`src/design/cpda_pkg.sv`:
```
// ----------------------------------------------------------------------------
// cpda_pkg
// Shared types, codes and constants of the capacity priority dispatch arbiter.
// ----------------------------------------------------------------------------
package cpda_pkg;

    // Default sizing handed to the top level.
    localparam int MAX_DEVICES_DEFAULT = 4;
    localparam int COUNT_WIDTH_DEFAULT = 16;

    // Fixed register file layout.
    localparam int SETUP_REGS    = 4;
    localparam int SETUP_W       = 48;
    localparam int FIELD_W       = 16;
    localparam int DEV_W         = 2;
    localparam int COUNT_REG_W   = 3;
    localparam int DATA_W        = 64;
    localparam int ADDR_W        = 6;
    localparam int REG_IDX_W     = 3;
    localparam int SCAN_IDX_W    = $clog2(SETUP_REGS);

    localparam logic [COUNT_REG_W-1:0] DEVICE_COUNT_RESET = 3'd4;
    localparam logic [SETUP_W-1:0]     SETUP_RESET        = 48'h0001_0001_0001;

    // Register indexes (address bits 5:3).
    localparam logic [REG_IDX_W-1:0] REG_DEVICE_COUNT = 3'd0;
    localparam logic [REG_IDX_W-1:0] REG_DEV0_SETUP   = 3'd1;
    localparam logic [REG_IDX_W-1:0] REG_DEV3_SETUP   = 3'd4;

    typedef enum logic [1:0] {
        FUNC_QUERY    = 2'd0,
        FUNC_DISPATCH = 2'd1,
        FUNC_COMPLETE = 2'd2,
        FUNC_NONE     = 2'd3
    } func_t;

    typedef enum logic [1:0] {
        ERR_OK       = 2'd0,
        ERR_OVERSUB  = 2'd1,
        ERR_UNDERFLOW = 2'd2,
        ERR_UNKNOWN  = 2'd3
    } err_t;

    typedef enum logic [1:0] {
        ST_IDLE,
        ST_SCAN,
        ST_UPDATE,
        ST_FINISH
    } state_t;

    typedef struct packed {
        logic [COUNT_REG_W-1:0]             device_count;
        logic [SETUP_REGS-1:0][SETUP_W-1:0] setup;
    } cfg_t;

    typedef struct packed {
        logic                  capture;
        logic                  scan;
        logic                  update;
        logic                  finish;
        logic [SCAN_IDX_W-1:0] scan_idx;
    } cmd_t;

    typedef struct packed {
        logic query_req;
    } status_t;

    function automatic logic [FIELD_W-1:0] setup_batch(input logic [SETUP_W-1:0] s);
        return s[15:0];
    endfunction

    function automatic logic [FIELD_W-1:0] setup_cap(input logic [SETUP_W-1:0] s);
        return s[31:16];
    endfunction

    function automatic logic [FIELD_W-1:0] setup_pri(input logic [SETUP_W-1:0] s);
        return s[47:32];
    endfunction

endpackage

```
`src/design/cpda_cfg.sv`:
```
// ----------------------------------------------------------------------------
// cpda_cfg
// APB register file holding the device count and the four device setups.
// ----------------------------------------------------------------------------
module cpda_cfg (
    input  logic                           clk,
    input  logic                           rst_n,
    input  logic                           psel,
    input  logic                           penable,
    input  logic                           pwrite,
    input  logic [cpda_pkg::ADDR_W-1:0]    paddr,
    input  logic [cpda_pkg::DATA_W-1:0]    pwdata,
    output logic [cpda_pkg::DATA_W-1:0]    prdata,
    output logic                           pready,
    output cpda_pkg::cfg_t                 cfg
);

    logic [cpda_pkg::COUNT_REG_W-1:0] count_reg;
    logic [cpda_pkg::SETUP_REGS-1:0][cpda_pkg::SETUP_W-1:0] setup_reg;
    logic [cpda_pkg::REG_IDX_W-1:0] reg_idx;
    logic [cpda_pkg::REG_IDX_W-1:0] setup_off;
    logic wr_en;

    assign pready    = 1'b1;
    assign reg_idx   = paddr[cpda_pkg::ADDR_W-1:3];
    assign setup_off = reg_idx - cpda_pkg::REG_DEV0_SETUP;
    assign wr_en     = psel & penable & pwrite & pready;

    always_ff @(posedge clk or negedge rst_n)
    begin
        if (!rst_n)
        begin
            count_reg <= cpda_pkg::DEVICE_COUNT_RESET;
            for (int i = 0; i < cpda_pkg::SETUP_REGS; i++)
            begin
                setup_reg[i] <= cpda_pkg::SETUP_RESET;
            end
        end
        else if (wr_en)
        begin
            if (reg_idx == cpda_pkg::REG_DEVICE_COUNT)
            begin
                count_reg <= pwdata[cpda_pkg::COUNT_REG_W-1:0];
            end
            else if (reg_idx <= cpda_pkg::REG_DEV3_SETUP)
            begin
                setup_reg[setup_off[cpda_pkg::SCAN_IDX_W-1:0]] <=
                    pwdata[cpda_pkg::SETUP_W-1:0];
            end
        end
    end

    always_comb
    begin
        prdata = '0;
        if (reg_idx == cpda_pkg::REG_DEVICE_COUNT)
        begin
            prdata = cpda_pkg::DATA_W'(count_reg);
        end
        else if (reg_idx <= cpda_pkg::REG_DEV3_SETUP)
        begin
            prdata = cpda_pkg::DATA_W'(setup_reg[setup_off[cpda_pkg::SCAN_IDX_W-1:0]]);
        end
    end

    assign cfg.device_count = count_reg;
    assign cfg.setup        = setup_reg;

endmodule

```
`src/design/cpda_ctrl.sv`:
```
// ----------------------------------------------------------------------------
// cpda_ctrl
// Sequencer: accepts a command, steps the device scan or the load update,
// and triggers the result.
// ----------------------------------------------------------------------------
module cpda_ctrl (
    input  logic                clk,
    input  logic                rst_n,
    input  logic                start,
    input  cpda_pkg::status_t   status,
    output logic                busy,
    output cpda_pkg::cmd_t      cmd
);

    localparam logic [cpda_pkg::SCAN_IDX_W-1:0] SCAN_LAST =
        cpda_pkg::SCAN_IDX_W'(cpda_pkg::SETUP_REGS - 1);

    cpda_pkg::state_t state_reg, state_next;
    logic [cpda_pkg::SCAN_IDX_W-1:0] cnt_reg, cnt_next;

    always_ff @(posedge clk or negedge rst_n)
    begin
        if (!rst_n)
        begin
            state_reg <= cpda_pkg::ST_IDLE;
            cnt_reg   <= '0;
        end
        else
        begin
            state_reg <= state_next;
            cnt_reg   <= cnt_next;
        end
    end

    // Next state.
    always_comb
    begin
        state_next = state_reg;
        cnt_next   = cnt_reg;
        unique case (state_reg)
            cpda_pkg::ST_IDLE:
            begin
                cnt_next = '0;
                if (start)
                begin
                    state_next = status.query_req ? cpda_pkg::ST_SCAN : cpda_pkg::ST_UPDATE;
                end
            end
            cpda_pkg::ST_SCAN:
            begin
                cnt_next = cnt_reg + 1'b1;
                if (cnt_reg == SCAN_LAST)
                begin
                    state_next = cpda_pkg::ST_FINISH;
                end
            end
            cpda_pkg::ST_UPDATE:
            begin
                state_next = cpda_pkg::ST_FINISH;
            end
            cpda_pkg::ST_FINISH:
            begin
                state_next = cpda_pkg::ST_IDLE;
            end
            default:
            begin
                state_next = cpda_pkg::ST_IDLE;
            end
        endcase
    end

    // Outputs.
    always_comb
    begin
        cmd          = '0;
        cmd.scan_idx = cnt_reg;
        busy         = 1'b1;
        unique case (state_reg)
            cpda_pkg::ST_IDLE:
            begin
                busy        = 1'b0;
                cmd.capture = start;
            end
            cpda_pkg::ST_SCAN:   cmd.scan   = 1'b1;
            cpda_pkg::ST_UPDATE: cmd.update = 1'b1;
            cpda_pkg::ST_FINISH: cmd.finish = 1'b1;
            default:             busy       = 1'b1;
        endcase
    end

endmodule

```
`src/design/cpda_dp.sv`:
```
// ----------------------------------------------------------------------------
// cpda_dp
// Datapath: load counters, one-device-per-cycle capacity check with running
// priority maximum, load update and result registers.
// ----------------------------------------------------------------------------
module cpda_dp #(
    parameter int MAX_DEVICES = cpda_pkg::MAX_DEVICES_DEFAULT,
    parameter int COUNT_WIDTH = cpda_pkg::COUNT_WIDTH_DEFAULT
) (
    input  logic                                clk,
    input  logic                                rst_n,
    input  cpda_pkg::cmd_t                      cmd,
    output cpda_pkg::status_t                   status,
    input  cpda_pkg::cfg_t                      cfg,
    input  logic [1:0]                          func,
    input  logic [cpda_pkg::DEV_W-1:0]          dev_index,
    input  logic [cpda_pkg::FIELD_W-1:0]        amount,
    output logic                                strobe,
    output logic                                available,
    output logic [cpda_pkg::DEV_W-1:0]          chosen_dev,
    output logic [cpda_pkg::FIELD_W-1:0]        chosen_batch,
    output logic [1:0]                          error_code,
    output logic                                all_idle
);

    // Sum width covers a load plus a 16-bit batch or amount without wrap.
    localparam int SUM_W = ((COUNT_WIDTH > cpda_pkg::FIELD_W) ?
                            COUNT_WIDTH : cpda_pkg::FIELD_W) + 1;
    localparam int DEV_LIMIT = (MAX_DEVICES < cpda_pkg::SETUP_REGS) ?
                               MAX_DEVICES : cpda_pkg::SETUP_REGS;

    logic [COUNT_WIDTH-1:0] load_reg  [MAX_DEVICES];
    logic [COUNT_WIDTH-1:0] load_next [MAX_DEVICES];

    logic [1:0]                   func_reg;
    logic [cpda_pkg::DEV_W-1:0]   dev_reg;
    logic [cpda_pkg::FIELD_W-1:0] amount_reg;

    logic                         avail_reg, avail_next;
    logic [cpda_pkg::FIELD_W-1:0] best_reg, best_next;
    logic [cpda_pkg::DEV_W-1:0]   chosen_reg, chosen_next;
    logic [cpda_pkg::FIELD_W-1:0] batch_reg, batch_next;
    logic [1:0]                   err_reg, err_next;

    logic                         strobe_reg;
    logic                         out_avail_reg;
    logic [cpda_pkg::DEV_W-1:0]   out_dev_reg;
    logic [cpda_pkg::FIELD_W-1:0] out_batch_reg;
    logic [1:0]                   out_err_reg;
    logic                         out_idle_reg;

    logic [cpda_pkg::COUNT_REG_W-1:0] n_active;
    logic [cpda_pkg::DEV_W-1:0]       rd_idx;
    logic [COUNT_WIDTH-1:0]           cur_load;
    logic [cpda_pkg::SETUP_W-1:0]     scan_setup;
    logic [cpda_pkg::SETUP_W-1:0]     upd_setup;
    logic [SUM_W-1:0]                 fit_sum;
    logic                             fits;
    logic [SUM_W-1:0]                 add_sum;
    logic [SUM_W-1:0]                 sub_diff;
    logic                             upd_we;
    logic [COUNT_WIDTH-1:0]           upd_val;
    logic                             idle_now;

    assign status.query_req = (func == cpda_pkg::FUNC_QUERY);

    // Devices in use: the register saturated to the number of devices built.
    always_comb
    begin
        if (int'(cfg.device_count) > DEV_LIMIT)
        begin
            n_active = cpda_pkg::COUNT_REG_W'(DEV_LIMIT);
        end
        else
        begin
            n_active = cfg.device_count;
        end
    end

    // One shared load read port: the scan index while scanning, else the item's device.
    assign rd_idx = cmd.scan ? cmd.scan_idx : dev_reg;

    always_comb
    begin
        cur_load = '0;
        for (int i = 0; i < MAX_DEVICES; i++)
        begin
            if (int'(rd_idx) == i)
            begin
                cur_load = load_reg[i];
            end
        end
    end

    assign scan_setup = cfg.setup[cmd.scan_idx];
    assign upd_setup  = cfg.setup[dev_reg];

    // Capacity check and running maximum for the device under scan.
    assign fit_sum = SUM_W'(cur_load) + SUM_W'(cpda_pkg::setup_batch(scan_setup));
    assign fits    = (fit_sum <= SUM_W'(cpda_pkg::setup_cap(scan_setup))) &&
                     (cpda_pkg::COUNT_REG_W'(cmd.scan_idx) < n_active);

    assign add_sum  = SUM_W'(cur_load) + SUM_W'(amount_reg);
    assign sub_diff = SUM_W'(cur_load) - SUM_W'(amount_reg);

    always_comb
    begin
        avail_next  = avail_reg;
        best_next   = best_reg;
        chosen_next = chosen_reg;
        batch_next  = batch_reg;
        err_next    = err_reg;
        upd_we      = 1'b0;
        upd_val     = cur_load;

        if (cmd.capture)
        begin
            avail_next  = 1'b0;
            best_next   = '0;
            chosen_next = '0;
            batch_next  = '0;
            err_next    = cpda_pkg::ERR_OK;
        end
        else if (cmd.scan)
        begin
            if (fits && (!avail_reg || cpda_pkg::setup_pri(scan_setup) > best_reg))
            begin
                avail_next  = 1'b1;
                best_next   = cpda_pkg::setup_pri(scan_setup);
                chosen_next = cmd.scan_idx;
                batch_next  = cpda_pkg::setup_batch(scan_setup);
            end
        end
        else if (cmd.update)
        begin
            if (func_reg == cpda_pkg::FUNC_DISPATCH || func_reg == cpda_pkg::FUNC_COMPLETE)
            begin
                if (cpda_pkg::COUNT_REG_W'(dev_reg) >= n_active)
                begin
                    err_next = cpda_pkg::ERR_UNKNOWN;
                end
                else if (func_reg == cpda_pkg::FUNC_DISPATCH)
                begin
                    if (add_sum > SUM_W'(cpda_pkg::setup_cap(upd_setup)) ||
                        (add_sum >> COUNT_WIDTH) != '0)
                    begin
                        err_next = cpda_pkg::ERR_OVERSUB;
                    end
                    else
                    begin
                        upd_we  = 1'b1;
                        upd_val = add_sum[COUNT_WIDTH-1:0];
                    end
                end
                else
                begin
                    if (SUM_W'(amount_reg) > SUM_W'(cur_load))
                    begin
                        err_next = cpda_pkg::ERR_UNDERFLOW;
                    end
                    else
                    begin
                        upd_we  = 1'b1;
                        upd_val = sub_diff[COUNT_WIDTH-1:0];
                    end
                end
            end
        end
    end

    always_comb
    begin
        for (int i = 0; i < MAX_DEVICES; i++)
        begin
            load_next[i] = load_reg[i];
            if (upd_we && int'(dev_reg) == i)
            begin
                load_next[i] = upd_val;
            end
        end
    end

    // Loads of devices in use, all zero.
    always_comb
    begin
        idle_now = 1'b1;
        for (int i = 0; i < MAX_DEVICES; i++)
        begin
            if (i < int'(n_active) && load_reg[i] != '0)
            begin
                idle_now = 1'b0;
            end
        end
    end

    always_ff @(posedge clk or negedge rst_n)
    begin
        if (!rst_n)
        begin
            for (int i = 0; i < MAX_DEVICES; i++)
            begin
                load_reg[i] <= '0;
            end
            strobe_reg <= 1'b0;
        end
        else
        begin
            for (int i = 0; i < MAX_DEVICES; i++)
            begin
                load_reg[i] <= load_next[i];
            end
            strobe_reg <= cmd.finish;
        end
    end

    always_ff @(posedge clk)
    begin
        if (cmd.capture)
        begin
            func_reg   <= func;
            dev_reg    <= dev_index;
            amount_reg <= amount;
        end
        avail_reg  <= avail_next;
        best_reg   <= best_next;
        chosen_reg <= chosen_next;
        batch_reg  <= batch_next;
        err_reg    <= err_next;
        if (cmd.finish)
        begin
            out_avail_reg <= avail_reg;
            out_dev_reg   <= chosen_reg;
            out_batch_reg <= batch_reg;
            out_err_reg   <= err_reg;
            out_idle_reg  <= idle_now;
        end
    end

    assign strobe       = strobe_reg;
    assign available    = out_avail_reg;
    assign chosen_dev   = out_dev_reg;
    assign chosen_batch = out_batch_reg;
    assign error_code   = out_err_reg;
    assign all_idle     = out_idle_reg;

endmodule

```
`src/design/capacity_priority_dispatch_arbiter_top.sv`:
```
// ----------------------------------------------------------------------------
// capacity_priority_dispatch_arbiter_top
// Load-tracking arbiter that picks the highest-priority device with room.
// ----------------------------------------------------------------------------
// Usage:
// A command is issued by raising start with func, dev_index and amount while
// busy is low; it is taken at that clock edge. A query (func 0) scans the
// four device setup slots, one per cycle, and picks among the devices in use
// whose load plus batch fits within capacity the one with the highest
// priority, the lowest index winning a tie. A dispatch (func 1) adds amount
// to the device's load and a completion (func 2) subtracts it; a request
// that would overflow, underflow or names a device not in use reports an
// error and leaves the load alone. Every command yields exactly one result,
// shown on the result ports for one cycle while done is high, including
// all_idle, which tells whether every load of a device in use is zero.
// A query scans the setup slots through the single shared capacity comparator,
// then passes the finish and output register stages; a dispatch or
// completion passes the update state in place of the scan.
// busy is low in the result cycle, so a new command can overlap delivery.
// The receiver cannot stall: a result is gone after its cycle.
// Reset clears all loads, sets the device count to four and every setup to
// batch 1, capacity 1, priority 1. Setup must be written over the APB port
// only while the block is idle, which the block does not enforce; pready is always high.
// ----------------------------------------------------------------------------
module capacity_priority_dispatch_arbiter_top #(
    parameter int MAX_DEVICES = cpda_pkg::MAX_DEVICES_DEFAULT,
    parameter int COUNT_WIDTH = cpda_pkg::COUNT_WIDTH_DEFAULT
) (
    input  logic                            clk,
    input  logic                            rst_n,
    // Command channel.
    input  logic                            start,
    output logic                            busy,
    input  logic [1:0]                      func,
    input  logic [cpda_pkg::DEV_W-1:0]      dev_index,
    input  logic [cpda_pkg::FIELD_W-1:0]    amount,
    // Result channel.
    output logic                            done,
    output logic                            available,
    output logic [cpda_pkg::DEV_W-1:0]      chosen_dev,
    output logic [cpda_pkg::FIELD_W-1:0]    chosen_batch,
    output logic [1:0]                      error_code,
    output logic                            all_idle,
    // Configuration port.
    input  logic                            psel,
    input  logic                            penable,
    input  logic                            pwrite,
    input  logic [cpda_pkg::ADDR_W-1:0]     paddr,
    input  logic [cpda_pkg::DATA_W-1:0]     pwdata,
    output logic [cpda_pkg::DATA_W-1:0]     prdata,
    output logic                            pready
);

    cpda_pkg::cfg_t    cfg;
    cpda_pkg::cmd_t    cmd;
    cpda_pkg::status_t status;

    // Register file for the device count and the per-device setups.
    cpda_cfg u_cfg (
        .clk     (clk),
        .rst_n   (rst_n),
        .psel    (psel),
        .penable (penable),
        .pwrite  (pwrite),
        .paddr   (paddr),
        .pwdata  (pwdata),
        .prdata  (prdata),
        .pready  (pready),
        .cfg     (cfg)
    );

    // The sequencer decides which step the datapath takes each cycle.
    cpda_ctrl u_ctrl (
        .clk    (clk),
        .rst_n  (rst_n),
        .start  (start),
        .status (status),
        .busy   (busy),
        .cmd    (cmd)
    );

    // Loads, the scan comparator, the update adder and the result registers.
    cpda_dp #(
        .MAX_DEVICES (MAX_DEVICES),
        .COUNT_WIDTH (COUNT_WIDTH)
    ) u_dp (
        .clk          (clk),
        .rst_n        (rst_n),
        .cmd          (cmd),
        .status       (status),
        .cfg          (cfg),
        .func         (func),
        .dev_index    (dev_index),
        .amount       (amount),
        .strobe       (done),
        .available    (available),
        .chosen_dev   (chosen_dev),
        .chosen_batch (chosen_batch),
        .error_code   (error_code),
        .all_idle     (all_idle)
    );

endmodule

```
`config.mk`:
```
export PLATFORM = sky130hd
export DESIGN_NAME = capacity_priority_dispatch_arbiter_top
export DESIGN_NICKNAME = d
export VERILOG_FILES = /design/src/design/cpda_pkg.sv /design/src/design/cpda_cfg.sv /design/src/design/cpda_ctrl.sv /design/src/design/cpda_dp.sv /design/src/design/capacity_priority_dispatch_arbiter_top.sv
export SDC_FILE = /design/constraint.sdc
export NUM_CORES = 1
export LEC_CHECK = 0
export ABC_AREA = 0
export BUFFER_PORTS_ARGS = -buffer_cell sky130_fd_sc_hd__buf_2
export CELL_PAD_IN_SITES_DETAIL_PLACEMENT = 0
export CELL_PAD_IN_SITES_GLOBAL_PLACEMENT = 1
export CORE_ASPECT_RATIO = 1.5
export CORE_UTILIZATION = 35
export CTS_BUF_LIST = sky130_fd_sc_hd__clkbuf_4 sky130_fd_sc_hd__clkbuf_8
export CTS_CLUSTER_SIZE = 40
export DETAILED_ROUTE_END_ITERATION = 6
export PLACE_DENSITY = 0.67
export SLEW_MARGIN = 20
export SYNTH_ARGS = -nofsm -noshare
export SYNTH_HDL_FRONTEND = slang
export SYNTH_SLANG_ARGS = --single-unit
```
`constraint.sdc`:
```
create_clock -name clk -period 6.9 [get_ports clk]
set_clock_uncertainty 0.2 [all_clocks]
set_input_delay 2.07 -clock clk [delete_from_list [all_inputs] [get_ports clk]]
set_output_delay 2.07 -clock clk [all_outputs]
set_load 0.1 [all_outputs]
```
==> flow_metrics.env <==
export IMPL_status="complete, no violations"
export IMPL_die_x_um=197
export IMPL_async_reset_ff_share_pct=77.0
export IMPL_yosys_area_top_type_share_pct=31.5
export IMPL_cts_tree="yes"
export IMPL_dp_slack_ps=335
export IMPL_yosys_top_cells_count="251 x dfrtp_1, 196 x mux2_2, 128 x mux4_2, 114 x ha_1, 100 x nand2_1"
export IMPL_setup_ws_ps=431
export IMPL_fillers=5411
export IMPL_place_area_um2=22400
export IMPL_tns_ps=0
export IMPL_syn_to_final_growth_pct=18.9
export IMPL_yosys_mux_area_fraction_pct=25.9
export IMPL_min_path_type="flop to flop"
export IMPL_max_slew_margin_pct=37.9
export IMPL_p_total_mw=9.17
export IMPL_post_route_period_util_pct=93.8
export IMPL_postLayoutCoreUtil_pct=42.4
export IMPL_fin_cells=2612
export IMPL_finalCriticalPeriod_ps=6470
export IMPL_synth_cell_type_count=72
export IMPL_num_vias=14239
export IMPL_dpl_cell_count=2504
export IMPL_setup_violations=0
export IMPL_start_util_pct=35.6
export IMPL_cts_made_buffers=56
export IMPL_end_kind="flop"
export IMPL_synth_xor_area_share_pct=1.41
export IMPL_post_cts_buffers=0
export IMPL_synth_fa_ha_area_share_pct=7.45
export IMPL_synth_enable_flop_cells=42
export IMPL_worstPathArrival_ps=6870
export IMPL_whs_ps=216
export IMPL_fin_area_um2=23700
export IMPL_finalHoldViolCount=0
export IMPL_power_density_nw_per_um2=387
export IMPL_ys_ff_latch=343
export IMPL_largest_register_ff_count=192
export IMPL_grt_util_all_layers_pct=20.9
export IMPL_dr_wl_met2_mm=31.3
export IMPL_p_leak_nw=10.3
export IMPL_clock_root_buffer="clkbuf_8"
export IMPL_synth_top_area_cell="dfrtp_1"
export IMPL_grt_first_pass_wirelength_mm=90.8
export IMPL_synth_flop_cell="dfrtp_1"
export IMPL_maxSlewViolCount=0
export IMPL_path_max_fanout=16
export IMPL_grt_pass1_vias=14992
export IMPL_drt_iter0_markers=784
export IMPL_cts_buffer_depth=3
export IMPL_synth_top_family_by_area="multiplexers"
export IMPL_start_kind="flop"
export IMPL_htree_levels=2
export IMPL_ant_nets=0
export IMPL_syn_area_um2=19900
export IMPL_vias_per_cell=5.45
export IMPL_core_um2=56000
export IMPL_drt_first_pass_iters=5
export IMPL_yosysMostFrequentCell="dfrtp_1"
export IMPL_routed_wl_mm=59.5
export IMPL_worstSetupPathType="flop to flop"
export IMPL_m1WireLength_mm=22.4
export IMPL_drc=0
export IMPL_die_area_um2=58000
export IMPL_clock_fmax_ghz=0.155
export IMPL_ys_warn_count=0
export IMPL_grt_antenna_before_repair=7
export IMPL_syn_avg_cell_area_um2=12.0
export IMPL_grt_overflow_total=0
export IMPL_num_rows=106
export IMPL_cts_resized=0
export IMPL_rsz0062_at_grt="no"
export IMPL_clock_latency_ps=660
export IMPL_tightest_slew_ps=932
export IMPL_hold_buffers=0
export IMPL_syn_instance_count=1659
export IMPL_drive_above_1_share_pct=37.1
export IMPL_clock_sinks=343
export IMPL_grt_max_degree=104
export IMPL_yosys_top_cells_area="dfrtp_1 31%, mux4_2 14%, mux2_2 11%"
export IMPL_port_buffers=148
export IMPL_routed_top_layer="met5"
export IMPL_wl_per_cell_um=22.8
export IMPL_routed_wl_met3_mm=2.52
export IMPL_clk_pin_slew_ps=70
export IMPL_cp_required_ps=7300
export IMPL_irDropWorstVdd_mv=0.198
export IMPL_final_nets=2019
export IMPL_synth_compound_area_share_pct=9.04
export IMPL_place_hpwl_mm=42.4
export IMPL_place_gp_congestion=0.908
export IMPL_synth_simple_area_share_pct=8.40
export IMPL_maxCapViolCount=0
export IMPL_io_pins=185
export IMPL_die_height_um=294
export IMPL_synth_seq_area_share_pct=43.2
==> cell families (layout without fill, tap and decap cells) <==
kind of cell             Yosys count  in the layout
other                              2             19
AO/OA/AOI/OAI                    289            289
buffers and inverters            215            395
AND/OR/NAND/NOR                  330            330
multiplexers                     331            331
flip-flops                       343            343
XOR/XNOR                          32             32
adder cells (fa/ha/maj)          117            117
==> cell usage in the layout, fill, tap and decap left out, drive strengths merged, types with 17 or more instances in the layout <==
cell type  instances
nand4             29
mux4             128
nand3             30
and2              46
dfrtp            251
buf              189
nor2              43
o31ai             26
ha               114
clkbuf            88
o21ai            104
edfxtp            42
mux2             199
inv              102
dfxtp             37
a21oi             68
xnor2             28
nand2            100
conb              17
nor4              19
==> per-layer routing <==
metal | GRT usage, % | vias up
li1 | - | 6439
met1 | 23.2 | 7220
met2 | 37.6 | 429
met3 | 3.55 | 141
met4 | 11.3 | 10
met5 | 0 | -
==> final cells by class <==
| class | instances | area, um^2 | area share (%) |
|---|---|---|---|
| Inverter | 100 | 375 | 1.58 |
| Clock inverter | 18 | 236 | 0.997 |
| Multi-Input combinational cell | 1116 | 10600 | 44.7 |
| Timing Repair Buffer | 189 | 1830 | 7.73 |
| Sequential cell | 343 | 8630 | 36.4 |
| Antenna cell | 2 | 5.00 | 0.0211 |
| Tap cell | 756 | 946 | 3.99 |
| Clock buffer | 88 | 1100 | 4.63 |
==> where the power goes <==
part	total [mW]	switching, mW	leakage (nW)	internal (mW)
combinational	4.17	2.52	5.49	1.65
clock	2.10	0.892	0.704	1.21
sequential	2.90	0.324	4.11	2.58
total	9.17	3.73	10.3	5.44
==> worst paths after layout <==
check | start | endpoint | slack, ps | depth (start not counted)
max in group asynchronous | rst_n | u_cfg.cfg[147] | 3870 | 2
max | u_ctrl.state_reg[1] | u_dp.load_reg[59] | 430 | 26
max reg2reg | u_ctrl.state_reg[1] | u_dp.load_reg[59] | 430 | 26
min reg2reg | u_dp.batch_reg[10] | u_dp.chosen_batch[10] | 220 | 0
min | u_dp.batch_reg[10] | u_dp.chosen_batch[10] | 220 | 0
min in group asynchronous | rst_n | u_cfg.cfg[81] | 1230 | 1
==> worst max-delay path, cell delays in order (launching register included) <==
cell      delay (ps)
dfrtp_1          420
inv_1            110
ha_1             200
mux2i_2          270
buf_12           220
mux4_2           620
ha_1             230
inv_1             70
fa_1             250
nor2_1            90
o311a_1          370
o211ai_2         190
nand3b_1         160
a21oi_1          300
o31ai_1          120
xnor2_1          280
ha_1             330
a22oi_1          180
nand2_1           70
a31oi_1          170
a31oi_1          170
or4_1            510
buf_4            200
nor2_1           100
a21oi_1           60
o21ai_2          290
mux2_2           220
No activity file was read; power rests on OpenSTA's default activity.
